$ cat config.mk
export PLATFORM = sky130hd
export DESIGN_NAME = positional_array_list
export DESIGN_NICKNAME = d
export VERILOG_FILES = /design/src/rtl/pal_pkg.sv /design/src/rtl/pal_cell.sv /design/src/rtl/pal_ctrl.sv /design/src/rtl/positional_array_list.sv
export VERILOG_INCLUDE_DIRS = /design/src /design/src/rtl
export SDC_FILE = /design/constraint.sdc
export NUM_CORES = 2
export LEC_CHECK = 0
export BUFFER_PORTS_ARGS = -buffer_cell sky130_fd_sc_hd__buf_2
export CAP_MARGIN = 20
export CORE_UTILIZATION = 30
export DETAILED_ROUTE_END_ITERATION = 6
export HOLD_SLACK_MARGIN = 0.02
export MAX_ROUTING_LAYER = met4
export PLACE_DENSITY_LB_ADDON = 0.15
export SETUP_SLACK_MARGIN = 0.4
export SKIP_CTS_REPAIR_TIMING = 1
export SYNTH_ARGS = -nofsm -noshare
export SYNTH_HDL_FRONTEND = slang
export SYNTH_SLANG_ARGS = --single-unit
export TNS_END_PERCENT = 10
$ cat constraint.sdc
create_clock -name aclk -period 6.8 [get_ports aclk]
set_input_delay 0.68 -clock aclk [delete_from_list [all_inputs] [get_ports aclk]]
set_output_delay 0.68 -clock aclk [all_outputs]
set_load 0.02 [all_outputs]
$ cat src/rtl/positional_array_list_macros.svh
// Assertion helpers; the using module must have aclk and aresetn.
`ifndef POSITIONAL_ARRAY_LIST_MACROS_SVH
`define POSITIONAL_ARRAY_LIST_MACROS_SVH

`define PAL_ASSERT_SAME(label, ante, cons) \
    label: assert property (@(posedge aclk) disable iff (!aresetn) (ante) |-> (cons)) \
        else $error("positional_array_list: assertion failed");

`define PAL_ASSERT_NEXT(label, ante, cons) \
    label: assert property (@(posedge aclk) disable iff (!aresetn) (ante) |=> (cons)) \
        else $error("positional_array_list: assertion failed");

`endif

$ cat src/rtl/pal_pkg.sv
package pal_pkg;

    localparam int DEPTH_DEF = 16;
    localparam int IDX_W     = 8;
    localparam int CNT_W     = 5;
    localparam int DATA_W    = 32;
    localparam int POS_W     = 4;
    localparam int CMD_W     = 3;
    localparam int IN_W      = 40;
    localparam int OUT_W     = 48;

    localparam logic [CNT_W-1:0] CAP_RESET = 5'd16;

    typedef logic [IDX_W-1:0] idx_t;

    typedef enum logic [CMD_W-1:0] {
        CMD_APPEND      = 3'd0,
        CMD_INSERT_AT   = 3'd1,
        CMD_REMOVE_LAST = 3'd2,
        CMD_REMOVE_AT   = 3'd3,
        CMD_READ_AT     = 3'd4,
        CMD_FIND_MAX    = 3'd5
    } cmd_e;

    typedef enum logic {
        ST_IDLE,
        ST_SCAN
    } state_t;

    typedef struct packed {
        logic              shift_up;
        logic              shift_down;
        idx_t              pos;
        logic [DATA_W-1:0] din;
    } cell_cmd_t;

    typedef struct packed {
        logic find_max;
        idx_t target;
        idx_t count;
    } scan_ctl_t;

    typedef struct packed {
        logic [DATA_W-1:0] value;
        idx_t              index;
    } scan_t;

    function automatic logic [OUT_W-1:0] pack_result(
        input logic              ok,
        input logic [DATA_W-1:0] data,
        input logic [POS_W-1:0]  max_idx,
        input logic [CNT_W-1:0]  cnt,
        input logic [CNT_W-1:0]  cap
    );
        logic [OUT_W-1:0] r;
        r = '0;
        r[0]     = ok;
        r[32:1]  = data;
        r[36:33] = max_idx;
        r[41:37] = cnt;
        r[42]    = (cnt == '0);
        r[43]    = (cnt >= cap);
        return r;
    endfunction

endpackage

$ cat src/rtl/pal_cell.sv
module pal_cell
    import pal_pkg::*;
#(
    parameter int INDEX = 0
) (
    input  logic              aclk,
    input  cell_cmd_t         cmd,
    input  scan_ctl_t         sctl,
    input  logic [DATA_W-1:0] left_entry,
    input  logic [DATA_W-1:0] right_entry,
    input  scan_t             scan_in,
    output logic [DATA_W-1:0] entry_out,
    output scan_t             scan_out
);

    localparam idx_t MY_IDX = IDX_W'(INDEX);

    logic [DATA_W-1:0] entry_reg;
    logic [DATA_W-1:0] entry_next;
    scan_t             scan_reg;
    scan_t             scan_next;

    always_comb begin
        entry_next = entry_reg;
        if (cmd.shift_up) begin
            if (MY_IDX == cmd.pos) begin
                entry_next = cmd.din;
            end else if (MY_IDX > cmd.pos) begin
                entry_next = left_entry;
            end
        end else if (cmd.shift_down && (MY_IDX >= cmd.pos)) begin
            entry_next = right_entry;
        end
    end

    always_comb begin
        scan_next = scan_in;
        if (sctl.find_max) begin
            if (MY_IDX == '0) begin
                scan_next.value = entry_reg;
                scan_next.index = MY_IDX;
            end else if ((MY_IDX < sctl.count) &&
                         ($signed(entry_reg) > $signed(scan_in.value))) begin
                scan_next.value = entry_reg;
                scan_next.index = MY_IDX;
            end
        end else if (MY_IDX == sctl.target) begin
            scan_next.value = entry_reg;
            scan_next.index = MY_IDX;
        end
    end

    always_ff @(posedge aclk) begin
        entry_reg <= entry_next;
        scan_reg  <= scan_next;
    end

    assign entry_out = entry_reg;
    assign scan_out  = scan_reg;

endmodule

$ cat src/rtl/pal_ctrl.sv
`include "positional_array_list_macros.svh"

module pal_ctrl
    import pal_pkg::*;
#(
    parameter int DEPTH = DEPTH_DEF
) (
    input  logic             aclk,
    input  logic             aresetn,
    input  logic             cfg_we,
    input  logic [CNT_W-1:0] cfg_wdata,
    input  logic             s_tvalid,
    output logic             s_tready,
    input  logic [IN_W-1:0]  s_tdata,
    output logic             m_tvalid,
    input  logic             m_tready,
    output logic [OUT_W-1:0] m_tdata,
    input  scan_t            scan_last,
    output cell_cmd_t        cmd,
    output scan_ctl_t        sctl
);

    localparam int SCW = $clog2(DEPTH + 1);
    localparam logic [SCW-1:0] SCAN_LAST = SCW'(DEPTH);

    state_t           state_reg, state_next;
    logic [SCW-1:0]   scan_cnt_reg, scan_cnt_next;
    logic [CNT_W-1:0] count_reg, count_next;
    logic [CNT_W-1:0] capacity_reg;
    cmd_e             op_reg, op_next;
    scan_ctl_t        sctl_reg, sctl_next;
    logic             m_valid_reg, m_valid_next;
    logic [OUT_W-1:0] m_data_reg, m_data_next;

    logic [CMD_W-1:0]  cmd_in;
    logic [POS_W-1:0]  pos_in;
    logic [DATA_W-1:0] din_in;
    logic [CNT_W-1:0]  cap_eff;
    logic              m_free;
    logic              res_ok;
    logic              scan_go;
    logic              can_add;

    assign cmd_in = s_tdata[2:0];
    assign pos_in = s_tdata[6:3];
    assign din_in = s_tdata[38:7];
    assign m_free = !m_valid_reg || m_tready;

    always_comb begin
        if (capacity_reg == '0) begin
            cap_eff = CNT_W'(1);
        end else if (32'(capacity_reg) > 32'(DEPTH)) begin
            cap_eff = CNT_W'(DEPTH);
        end else begin
            cap_eff = capacity_reg;
        end
    end

    assign can_add = (count_reg < cap_eff);

    always_comb begin
        state_next    = state_reg;
        scan_cnt_next = scan_cnt_reg;
        count_next    = count_reg;
        op_next       = op_reg;
        sctl_next     = sctl_reg;
        m_valid_next  = m_valid_reg;
        m_data_next   = m_data_reg;
        cmd           = '0;
        cmd.din       = din_in;
        s_tready      = 1'b0;
        res_ok        = 1'b0;
        scan_go       = 1'b0;

        if (m_tready) begin
            m_valid_next = 1'b0;
        end

        unique case (state_reg)
            ST_IDLE: begin
                s_tready = m_free;
                if (s_tvalid && m_free) begin
                    sctl_next.count = IDX_W'(count_reg);
                    unique case (cmd_in)
                        CMD_APPEND: begin
                            if (can_add) begin
                                cmd.shift_up = 1'b1;
                                cmd.pos      = IDX_W'(count_reg);
                                count_next   = count_reg + CNT_W'(1);
                                res_ok       = 1'b1;
                            end
                        end
                        CMD_INSERT_AT: begin
                            if (can_add && (CNT_W'(pos_in) <= count_reg)) begin
                                cmd.shift_up = 1'b1;
                                cmd.pos      = IDX_W'(pos_in);
                                count_next   = count_reg + CNT_W'(1);
                                res_ok       = 1'b1;
                            end
                        end
                        CMD_REMOVE_LAST: begin
                            if (count_reg != '0) begin
                                scan_go            = 1'b1;
                                sctl_next.find_max = 1'b0;
                                sctl_next.target   = IDX_W'(count_reg - CNT_W'(1));
                            end
                        end
                        CMD_REMOVE_AT, CMD_READ_AT: begin
                            if (CNT_W'(pos_in) < count_reg) begin
                                scan_go            = 1'b1;
                                sctl_next.find_max = 1'b0;
                                sctl_next.target   = IDX_W'(pos_in);
                            end
                        end
                        CMD_FIND_MAX: begin
                            if (count_reg != '0) begin
                                scan_go            = 1'b1;
                                sctl_next.find_max = 1'b1;
                                sctl_next.target   = '0;
                            end
                        end
                        default: begin
                        end
                    endcase

                    if (scan_go) begin
                        state_next    = ST_SCAN;
                        scan_cnt_next = '0;
                        op_next       = cmd_e'(cmd_in);
                    end else begin
                        m_valid_next = 1'b1;
                        m_data_next  = pack_result(res_ok, '0, '0, count_next, cap_eff);
                    end
                end
            end
            ST_SCAN: begin
                if (scan_cnt_reg != SCAN_LAST) begin
                    scan_cnt_next = scan_cnt_reg + SCW'(1);
                end else if (m_free) begin
                    state_next = ST_IDLE;
                    if (op_reg == CMD_REMOVE_AT) begin
                        cmd.shift_down = 1'b1;
                        cmd.pos        = sctl_reg.target;
                    end
                    if ((op_reg == CMD_REMOVE_AT) || (op_reg == CMD_REMOVE_LAST)) begin
                        count_next = count_reg - CNT_W'(1);
                    end
                    m_valid_next = 1'b1;
                    m_data_next  = pack_result(1'b1, scan_last.value,
                        (op_reg == CMD_FIND_MAX) ? scan_last.index[POS_W-1:0] : '0,
                        count_next, cap_eff);
                end
            end
            default: begin
                state_next = ST_IDLE;
            end
        endcase
    end

    always_ff @(posedge aclk) begin
        if (!aresetn) begin
            state_reg    <= ST_IDLE;
            scan_cnt_reg <= '0;
            count_reg    <= '0;
            capacity_reg <= CAP_RESET;
            op_reg       <= CMD_APPEND;
            sctl_reg     <= '0;
            m_valid_reg  <= 1'b0;
        end else begin
            state_reg    <= state_next;
            scan_cnt_reg <= scan_cnt_next;
            count_reg    <= count_next;
            op_reg       <= op_next;
            sctl_reg     <= sctl_next;
            m_valid_reg  <= m_valid_next;
            if (cfg_we) begin
                capacity_reg <= cfg_wdata;
            end
        end
    end

    always_ff @(posedge aclk) begin
        m_data_reg <= m_data_next;
    end

    assign m_tvalid = m_valid_reg;
    assign m_tdata  = m_data_reg;
    assign sctl     = sctl_reg;

    `PAL_ASSERT_SAME(a_count_bound, 1'b1, 32'(count_reg) <= DEPTH)
    `PAL_ASSERT_SAME(a_ready_idle, state_reg != ST_IDLE, !s_tready)
    `PAL_ASSERT_SAME(a_scan_cnt_bound, 1'b1, scan_cnt_reg <= SCAN_LAST)
    `PAL_ASSERT_NEXT(a_quick_result, s_tvalid && s_tready && (state_next == ST_IDLE), m_valid_reg)

endmodule

$ cat src/rtl/positional_array_list.sv
// Channel | Handshake          | Beat contents (lowest bit first)
// s_      | s_tvalid, s_tready | command[2:0], position[6:3], data_in[38:7]
// m_      | m_tvalid, m_tready | ok, data_out, max_index, count, is_empty, is_full
// cfg_    | cfg_we             | capacity[4:0]
// Append, insert and every rejected command give their result in the cycle after the
// beat is taken, so such commands run at one per cycle while the output is free.
// Remove, read and find-max send a scan through the chain of DEPTH cells, one cell
// per cycle; the result is sent after the scan has left the last cell, with no beat
// taken meanwhile. Reset clears the count and sets the capacity to 16; entries are not
// cleared. A stalled result holds the block, and no new beat is taken until the
// output register is free.
module positional_array_list
    import pal_pkg::*;
#(
    parameter int DEPTH = DEPTH_DEF
) (
    input  logic             aclk,
    input  logic             aresetn,
    input  logic             cfg_we,
    input  logic [CNT_W-1:0] cfg_wdata,
    input  logic             s_tvalid,
    output logic             s_tready,
    // command[2:0], position[6:3], data_in[38:7], zero fill
    input  logic [IN_W-1:0]  s_tdata,
    output logic             m_tvalid,
    input  logic             m_tready,
    // ok[0], data_out[32:1], max_index[36:33], count[41:37], is_empty[42],
    // is_full[43], zero fill
    output logic [OUT_W-1:0] m_tdata
);

    cell_cmd_t         cmd;
    scan_ctl_t         sctl;
    logic [DATA_W-1:0] entry_w [DEPTH];
    scan_t             scan_w  [DEPTH];

    pal_ctrl #(
        .DEPTH (DEPTH)
    ) u_ctrl (
        .aclk      (aclk),
        .aresetn   (aresetn),
        .cfg_we    (cfg_we),
        .cfg_wdata (cfg_wdata),
        .s_tvalid  (s_tvalid),
        .s_tready  (s_tready),
        .s_tdata   (s_tdata),
        .m_tvalid  (m_tvalid),
        .m_tready  (m_tready),
        .m_tdata   (m_tdata),
        .scan_last (scan_w[DEPTH-1]),
        .cmd       (cmd),
        .sctl      (sctl)
    );

    for (genvar g = 0; g < DEPTH; g++) begin : g_cell
        logic [DATA_W-1:0] left_w;
        logic [DATA_W-1:0] right_w;
        scan_t             scan_in_w;

        if (g == 0) begin : g_first
            assign left_w    = '0;
            assign scan_in_w = '0;
        end else begin : g_inner
            assign left_w    = entry_w[g-1];
            assign scan_in_w = scan_w[g-1];
        end

        if (g == DEPTH - 1) begin : g_last
            assign right_w = entry_w[g];
        end else begin : g_body
            assign right_w = entry_w[g+1];
        end

        pal_cell #(
            .INDEX (g)
        ) u_cell (
            .aclk        (aclk),
            .cmd         (cmd),
            .sctl        (sctl),
            .left_entry  (left_w),
            .right_entry (right_w),
            .scan_in     (scan_in_w),
            .entry_out   (entry_w[g]),
            .scan_out    (scan_w[g])
        );
    end

endmodule

# [Yosys cells after proc, flatten, opt, wreduce, memory -nomap -nowiden]
# Cells that the tools add are included.
# Widths: inputs -> output; s select.
[totals] regBits=1230 latchBits=0 mem_bits_rw=0 mem_bits_ro=0 in_bits=50 out_inout_bits=50 word_cells=445 n_memories=0
[classes] addsub=4 multipliers=0 n_div=0 order_cmp=67 eq_ne=63 n_shift=0 n_mux=169 bitwise=1 n_reduce_logical=83
[op_table] operator="$mux 32" n=62
[op_table] operator="$mux 40" n=47
[op_table] operator="$gt 32x32->1" n=15
[op_table] operator="$mux 48" n=4
[op_table] operator="$eq 4x8->1 const A" n=16
[op_table] operator="$pmux 48 s2" n=1
[op_table] operator="$mux 5" n=17
[op_table] operator="$eq 3x8->1 const A" n=8
[op_table] operator="$gt 4x8->1 const A" n=8
[op_table] operator="$ge 4x8->1 const A" n=7
[op_table] operator="$mux 9" n=6
[op_table] operator="$ne 3x1->1 const B" n=15
[op_table] operator="$lt 4x5->1 const A" n=8
[op_table] operator="$reduce_and 2->1" n=17
[op_table] operator="$eq 2x8->1 const A" n=4
[op_table] operator="$ge 3x8->1 const A" n=4
[op_table] operator="$gt 3x8->1 const A" n=4
[op_table] operator="$logic_and 1x1->1" n=32
[op_table] operator="$pmux 8 s2" n=2
[op_table] operator="$reduce_bool 2->1" n=16
[op_table] operator="$pmux 5 s2" n=3
[op_table] operator="$pmux 9 s3" n=1
[op_table] operator="$lt 3x5->1 const A" n=4
[op_table] operator="$mux 1" n=19
[op_table] operator="other kinds (36)" n=67

# [Depth between registers and ports, before layout]
[logic_depth] depth_word=13 ltp_mapped=18 ltp_nobuf=18

# [Hierarchy]
# Synthesis repeated with hierarchy kept, for this count alone.
[hier_totals] cells_unflattened=6080 hier_area_um2=65061.1
[by_module_without_submodules] mod="pal_cell at g_cell[11].u_cell ..." instances=2 cells_each=355 area_per_inst_um2=3823.7
[by_module_without_submodules] mod="pal_ctrl" instances=1 cells_each=476 area_per_inst_um2=4581.9
[by_module_without_submodules] mod="pal_cell at g_cell[9].u_cell" instances=1 cells_each=354 area_per_inst_um2=3882.5
[by_module_without_submodules] mod="pal_cell at g_cell[2].u_cell" instances=1 cells_each=356 area_per_inst_um2=3843.7
[by_module_without_submodules] mod="pal_cell at g_cell[10].u_cell" instances=1 cells_each=358 area_per_inst_um2=3839.9
[by_module_without_submodules] mod="pal_cell at g_cell[4].u_cell" instances=1 cells_each=357 area_per_inst_um2=3834.9
[by_module_without_submodules] mod="pal_cell at g_cell[3].u_cell" instances=1 cells_each=358 area_per_inst_um2=3832.4
[by_module_without_submodules] mod="pal_cell at g_cell[7].u_cell" instances=1 cells_each=355 area_per_inst_um2=3832.4
[by_module_without_submodules] mod="pal_cell at g_cell[13].u_cell" instances=1 cells_each=355 area_per_inst_um2=3828.7
[by_module_without_submodules] mod="pal_cell at g_cell[6].u_cell" instances=1 cells_each=357 area_per_inst_um2=3828.7
[by_module_without_submodules] mod="pal_cell at g_cell[14].u_cell" instances=1 cells_each=354 area_per_inst_um2=3826.2
[by_module_without_submodules] mod="pal_cell at g_cell[5].u_cell" instances=1 cells_each=356 area_per_inst_um2=3823.7
[by_module_without_submodules] mod="pal_cell at g_cell[8].u_cell" instances=1 cells_each=355 area_per_inst_um2=3818.7
[by_module_without_submodules] mod="pal_cell at g_cell[1].u_cell" instances=1 cells_each=354 area_per_inst_um2=3807.4
[by_module_without_submodules] mod="+3 rows"

# [Worst setup path before layout]
# OpenSTA, ideal clock, no wires.
[synth_timing] path_type="register to register" startpoint="register u_ctrl.count_reg[1]" endpoint="register g_cell[4].u_cell.entry_reg[0] (enable)" arrival_time_ns=4.306 path_slack_ns=2.063 stages_incl_launch_ff=13 cell_sequence="dfxtp_1 -> clkbuf_1 -> inv_1 -> ha_1 -> nor2b_1 -> o31a_1 -> o31ai_4 -> o21a_1 -> and2_1 -> o21ai_1 -> or2_2 -> clkbuf_1 -> a21oi_1"
[synth_via] elab_chain_cells=10 word_cells_on_any_way=20 cone_classes="order compare: 4; eq/ne: 2; mux: 10; reduce/logical: 4"
[synth_lines] item="start: declaration" line="pal_ctrl.sv:28" source="logic [CNT_W-1:0] count_reg, count_next;"
[synth_lines] item="start signal: assignment" line="pal_ctrl.sv:172" source="count_reg <= count_next;"
[synth_lines] item="$lt 5x5->1 / $le 4x5->1 (equally long branches)" line="pal_ctrl.sv:59, pal_ctrl.sv:94"
[synth_lines] item="$logic_and 1x1->1" line="pal_ctrl.sv:94" source="if (can_add && (CNT_W'(pos_in) <= count_reg)) begin"
[synth_lines] item="$mux 4" line="pal_ctrl.sv:94"
[synth_lines] item="$pmux 8 s2" line="pal_ctrl.sv:84" source="unique case (cmd_in)"
[synth_lines] item="$mux 8" line="pal_ctrl.sv:82" source="if (s_tvalid && m_free) begin"
[synth_lines] item="$pmux 8 s2" line="pal_ctrl.sv:79" source="unique case (state_reg)"
[synth_lines] item="$ge 3x8->1" line="pal_cell.sv:31" source="end else if (cmd.shift_down && (MY_IDX >= cmd.pos)) begin"
[synth_lines] item="$logic_and 1x1->1" line="pal_cell.sv:31"
[synth_lines] item="$reduce_bool 2->1 (no source line)"
[synth_lines] item="$reduce_and 2->1 (no source line) *"
[synth_lines] item="end signal: assignment" line="pal_cell.sv:54" source="entry_reg <= entry_next;"
[synth_lines] item="end: declaration" line="pal_cell.sv:18" source="logic [DATA_W-1:0] entry_reg;"
# Every way passes the cells marked *; elsewhere a longest branch is shown, timed or not.
# A chain may end at the register's enable or synchronous reset.

# [Final worst setup path]
[layout_timing] startpoint="register u_ctrl.count_reg[2]" endpoint="register g_cell[0].u_cell.entry_reg[24] (enable)"
[layout_via] elab_chain_cells=10 word_cells_on_any_way=20 cone_classes="order compare: 4; eq/ne: 1; mux: 10; reduce/logical: 5"
[layout_lines] item="$lt 5x5->1 / $le 4x5->1 (equally long branches)" line="pal_ctrl.sv:59, pal_ctrl.sv:94"
[layout_lines] item="$logic_and 1x1->1" line="pal_ctrl.sv:94"
[layout_lines] item="$mux 4" line="pal_ctrl.sv:94"
[layout_lines] item="$pmux 8 s2" line="pal_ctrl.sv:84"
[layout_lines] item="$mux 8" line="pal_ctrl.sv:82"
[layout_lines] item="$pmux 8 s2" line="pal_ctrl.sv:79"
[layout_lines] item="$ge 1x8->1" line="pal_cell.sv:31"
[layout_lines] item="$logic_and 1x1->1" line="pal_cell.sv:31"
[layout_lines] item="$reduce_bool 2->1 (no source line)"
[layout_lines] item="$reduce_and 2->1 (no source line) *"
[layout_lines] item="end signal: assignment" line="pal_cell.sv:54"
[layout_lines] item="end: declaration" line="pal_cell.sv:18"
# Marked as above.

==> results by stage <==
Run status:
- The flow ran to the end, but the final reports show violations.
- The final reports fail on design-rule violations.

CTS:
- The TritonCTS clock tree is built.
- The number of clock buffers added by TritonCTS is around 140.
- The count of H-tree levels built during CTS is 4.
- Clock-pin slew was measured on the worst setup and hold paths at ~0.06 ns.
- The root buffer selected by CTS is sky130_fd_sc_hd__clkbuf_16.
- No sink is reached through more buffers than the 3 on the longest clock path.
- The number of clock sinks is ~1100.
- The source-to-sink clock delay at the later pin of the worst-skew pair is 0.78 ns.

Synth:
- The Yosys step of the flow raised 0 warnings.
- The average instance area after synthesis is 9.79 um2.
- Sorting the synthesized cells by area gives the leading types as sky130_fd_sc_hd__edfxtp_1 (28%), sky130_fd_sc_hd__dfxtp_1 (20%), sky130_fd_sc_hd__ha_1 (11%), sky130_fd_sc_hd__mux2_2 (9.6%), sky130_fd_sc_hd__nand2_1 (6.1%).
- In the synthesized netlist the async set-or-reset flop fraction comes to 0.
- The most used flip-flop cell after synthesis is sky130_fd_sc_hd__dfxtp_1.
- The cell area that synthesis handed to floorplanning was 59600 um2.
- Yosys mapped a number of flops with a built-in enable equal to around 560.
- The most numerous cell in the Yosys netlist is sky130_fd_sc_hd__nand2_1.
- The commonest cells after synthesis are sky130_fd_sc_hd__nand2_1 (964), sky130_fd_sc_hd__dfxtp_1 (593), sky130_fd_sc_hd__nor2_1 (564), sky130_fd_sc_hd__edfxtp_1 (556), sky130_fd_sc_hd__inv_1 (533).
- Yosys mapped the design onto 85 distinct sky130hd cell types.
- The sequential area share after synthesis is 0.479.
- The cell type with the largest total area after synthesis is sky130_fd_sc_hd__edfxtp_1.
- The fraction of synthesized cell area taken by the top area cell type is 0.280.
- In the synthesized netlist, the number of instances is a little over 6000.
- The number of register bits inferred by synthesis is 1149.

Detailed routing:
- The first routing iteration left 2916 violations.
- The detail route stage leaves a number of antenna-violating nets equal to 0.
- For this block, wires on met1 add up to about 91 mm.
- The number of vias in the routed layout is about 43000.
- The remaining design rule violation count is 1.
- The routed wirelength normalized by instance count is between 20 and 25 um.
- The wire length on met2 is a little under 80 mm.
- The detailed route wirelength on metal3 is roughly 7.4 mm.
- The topmost layer with routed signal wires is met4.
- The first detailed-routing pass took 7 iterations.
- Wires add up to ~180 mm.
- In the routed layout, each cell is associated on average with a via count of 4.84.

Critical path:
- The critical setup path kind is flip-flop to flip-flop.
- The required time at the worst-slack endpoint is roughly 7.3 ns.
- The startpoint of the worst register-to-register path is u_ctrl.count_reg[2].
- The worst setup path is captured at a flip-flop.
- The timing startpoint of the critical path is u_ctrl.count_reg[2].
- The endpoint arrival time on the critical path is between 5 and 6 ns.
- Counting cells, the worst reg-to-reg path comes to 11.
- The maximum net fanout on the critical path is 23.
- The critical path startpoint category is a flip-flop.

Global routing:
- The number of global-route vias before repair is 43100.
- The number of antenna violations at the first check in global routing is 9.
- The maximum number of pins on one net before global-route repair is 175.
- For this run, the total global-route usage over all layers was measured as 0.185.
- After global routing the overflow that remains totals 0.
- The first global-routing pass estimated 276 mm of wire.

STA:
- The total count of hold-check failures in the final report came to 0.
- The final setup violation count is 0.
- Setup repair after global routing left no endpoint under its margin.
- The count of final max-slew check failures is 0.
- The highest achievable clock rate is 0.200 GHz.
- The final clock skew is 0.0305 ns.
- The actual slew at the worst max-slew pin is roughly 1.1 ns.
- Of the available clock period, the critical path in the final layout requires 0.734.
- The worst max-slew margin expressed relative to the limit is 0.260.
- The final period demand of the worst path is 4.99 ns.
- The aggregate negative setup slack is 0 ns.
- Hold is met by about 0.12 ns.

Run:
- Across the run, the number of max-cap violations was 0.

Final layout:
- The fill cell total of the finished layout is 20200.
- The synthesis-to-layout area growth is 13.7%.
- The net count of the finished layout is approximately 6700.
- The register with the most flip-flops in the layout has approximately 560 of them.
- The post-route cell area is slightly below 70000 um2.
- The proportion of layout cells with a drive suffix above 1 is 0.158.

Placement:
- The final weighted congestion in routability-driven placement is approximately 0.86.
- The post-place instance area is between 60000 and 70000 um2.
- The number of I/O port buffers is 94.
- The detailed placement HPWL is 135 mm.

Power:
- For this design the ratio of total power to cell area is 310 nW/um2.
- The leakage power is roughly 28 nW.
- Of the total power, the share spent switching nets is 0.291.
- The total internal power is 0.0149 W.
- The share of power burned in registers is 0.441.
- The share of total power dissipated in combinational logic is 0.203.
- The proportion of power drawn by the clock network is 0.356.
- The worst IR drop on VDD is 0.211 mV.
- The analysis attributes to net switching a power of around 0.0061 W.

Floorplan:
- The row count is 163.
- The die is 448 um wide.
- The die boundary height is 448 um.
- For this configuration, the core starts out at a cell density of 0.302.
- The region available for standard cell placement spans 197000 um2.
- The overall die area is 201000 um2.
- In this run the count of I/O pins placed on the die edge is 100.

Hold path:
- The beginning of the worst hold path is cfg_wdata[4].
- The worst hold path passes through 3 cells.
- The worst hold path belongs to the class input port to flip-flop.
-- cell usage in the layout, fill, tap and decap left out, types with 21 or more instances in the layout --
cell	n
sky130_fd_sc_hd__dfxtp_1	592
sky130_fd_sc_hd__nor2b_1	78
sky130_fd_sc_hd__clkbuf_1	31
sky130_fd_sc_hd__nor3_1	37
sky130_fd_sc_hd__ha_1	504
sky130_fd_sc_hd__nor2_1	554
sky130_fd_sc_hd__and2_1	53
sky130_fd_sc_hd__buf_4	83
sky130_fd_sc_hd__buf_2	95
sky130_fd_sc_hd__nand3_1	62
sky130_fd_sc_hd__nand4_1	67
sky130_fd_sc_hd__clkbuf_8	32
sky130_fd_sc_hd__nand2b_1	21
sky130_fd_sc_hd__a31oi_1	375
sky130_fd_sc_hd__o21ai_0	91
sky130_fd_sc_hd__clkbuf_16	144
sky130_fd_sc_hd__a22o_1	33
sky130_fd_sc_hd__a21oi_1	314
sky130_fd_sc_hd__mux2_2	507
sky130_fd_sc_hd__a211oi_1	36
sky130_fd_sc_hd__inv_1	532
sky130_fd_sc_hd__a21o_1	65
sky130_fd_sc_hd__edfxtp_1	556
sky130_fd_sc_hd__nand2_1	963
-- cell type report --
cell class              count  area [um2]  share of cell area
diodes                      5        12.5            0.000185
clock buffers             207        4160              0.0614
clock inverters            45         415             0.00613
inverters                 535        2010              0.0296
multi-input cells        4092       28000               0.413
flip-flops and latches   1149       28600               0.422
well taps                2640        3300              0.0487
repair buffers            186        1280              0.0189
-- power groups by stage --
stage / sequential (W) / clock, W / combinational, W
3_3_place_gp: 0.00940 / 0 / 0.00418
4_1_cts: 0.00925 / 0.00767 / 0.00432
5_1_grt: 0.00938 / 0.00793 / 0.00487
6_report: 0.00924 / 0.00747 / 0.00427
2_1_floorplan: 0.00907 / 0 / 0.00310
3_5_place_dp: 0.00938 / 0 / 0.00427
-- path summary, 6_finish.rpt --
check | slack [ns] | to
worst max-delay path | 1.81 | g_cell[0].u_cell.entry_out[24]
worst min-delay path | 0.12 | u_ctrl.capacity_reg[4]
worst max register to register | 1.81 | g_cell[0].u_cell.entry_out[24]
worst min register to register | 0.41 | g_cell[6].u_cell.scan_out[2]
-- per-layer routing --
metal	track usage	up-vias
met5	-	-
met4	0.0479	0
met3	0.0237	229
met2	0.278	845
met1	0.261	20400
li1	-	21400
-- per-stage QoR --
stage / power (W) / worst slack, ns / util / std cells
floorplan: 0.0122 / 2.06 / - / 6091
global placement: 0.0136 / 1.84 / 0.319 / 8595
detailed placement: 0.0137 / 1.82 / 0.320 / 8599
CTS: 0.0212 / 1.80 / 0.343 / 8851
global route: 0.0222 / 1.59 / 0.343 / 8858
finish: 0.0210 / 1.81 / 0.343 / 8859
-- critical path: stages (launching register included) --
cell and delay (ns):
sky130_fd_sc_hd__dfxtp_1 0.77, sky130_fd_sc_hd__inv_1 0.20, sky130_fd_sc_hd__ha_1 0.35, sky130_fd_sc_hd__and4_1 0.24, sky130_fd_sc_hd__a31o_2 0.26, sky130_fd_sc_hd__a41oi_1 0.29, sky130_fd_sc_hd__o21ai_0 0.24, sky130_fd_sc_hd__nor2_1 0.62
sky130_fd_sc_hd__nand2_1 0.18, sky130_fd_sc_hd__or2_2 0.40, sky130_fd_sc_hd__nor2_4 0.72, sky130_fd_sc_hd__buf_4 0.35
-- cells by family after synthesis --
family,Yosys count,synth area share
compound gates,1073,0.113
xor+xnor,15,0.00220
fa+ha+maj,504,0.106
buf+inv,850,0.0564
flops,1149,0.479
mux,532,0.100
other cells,1,0.0000629
simple gates,1964,0.143
(Power assumes the default switching activity.)
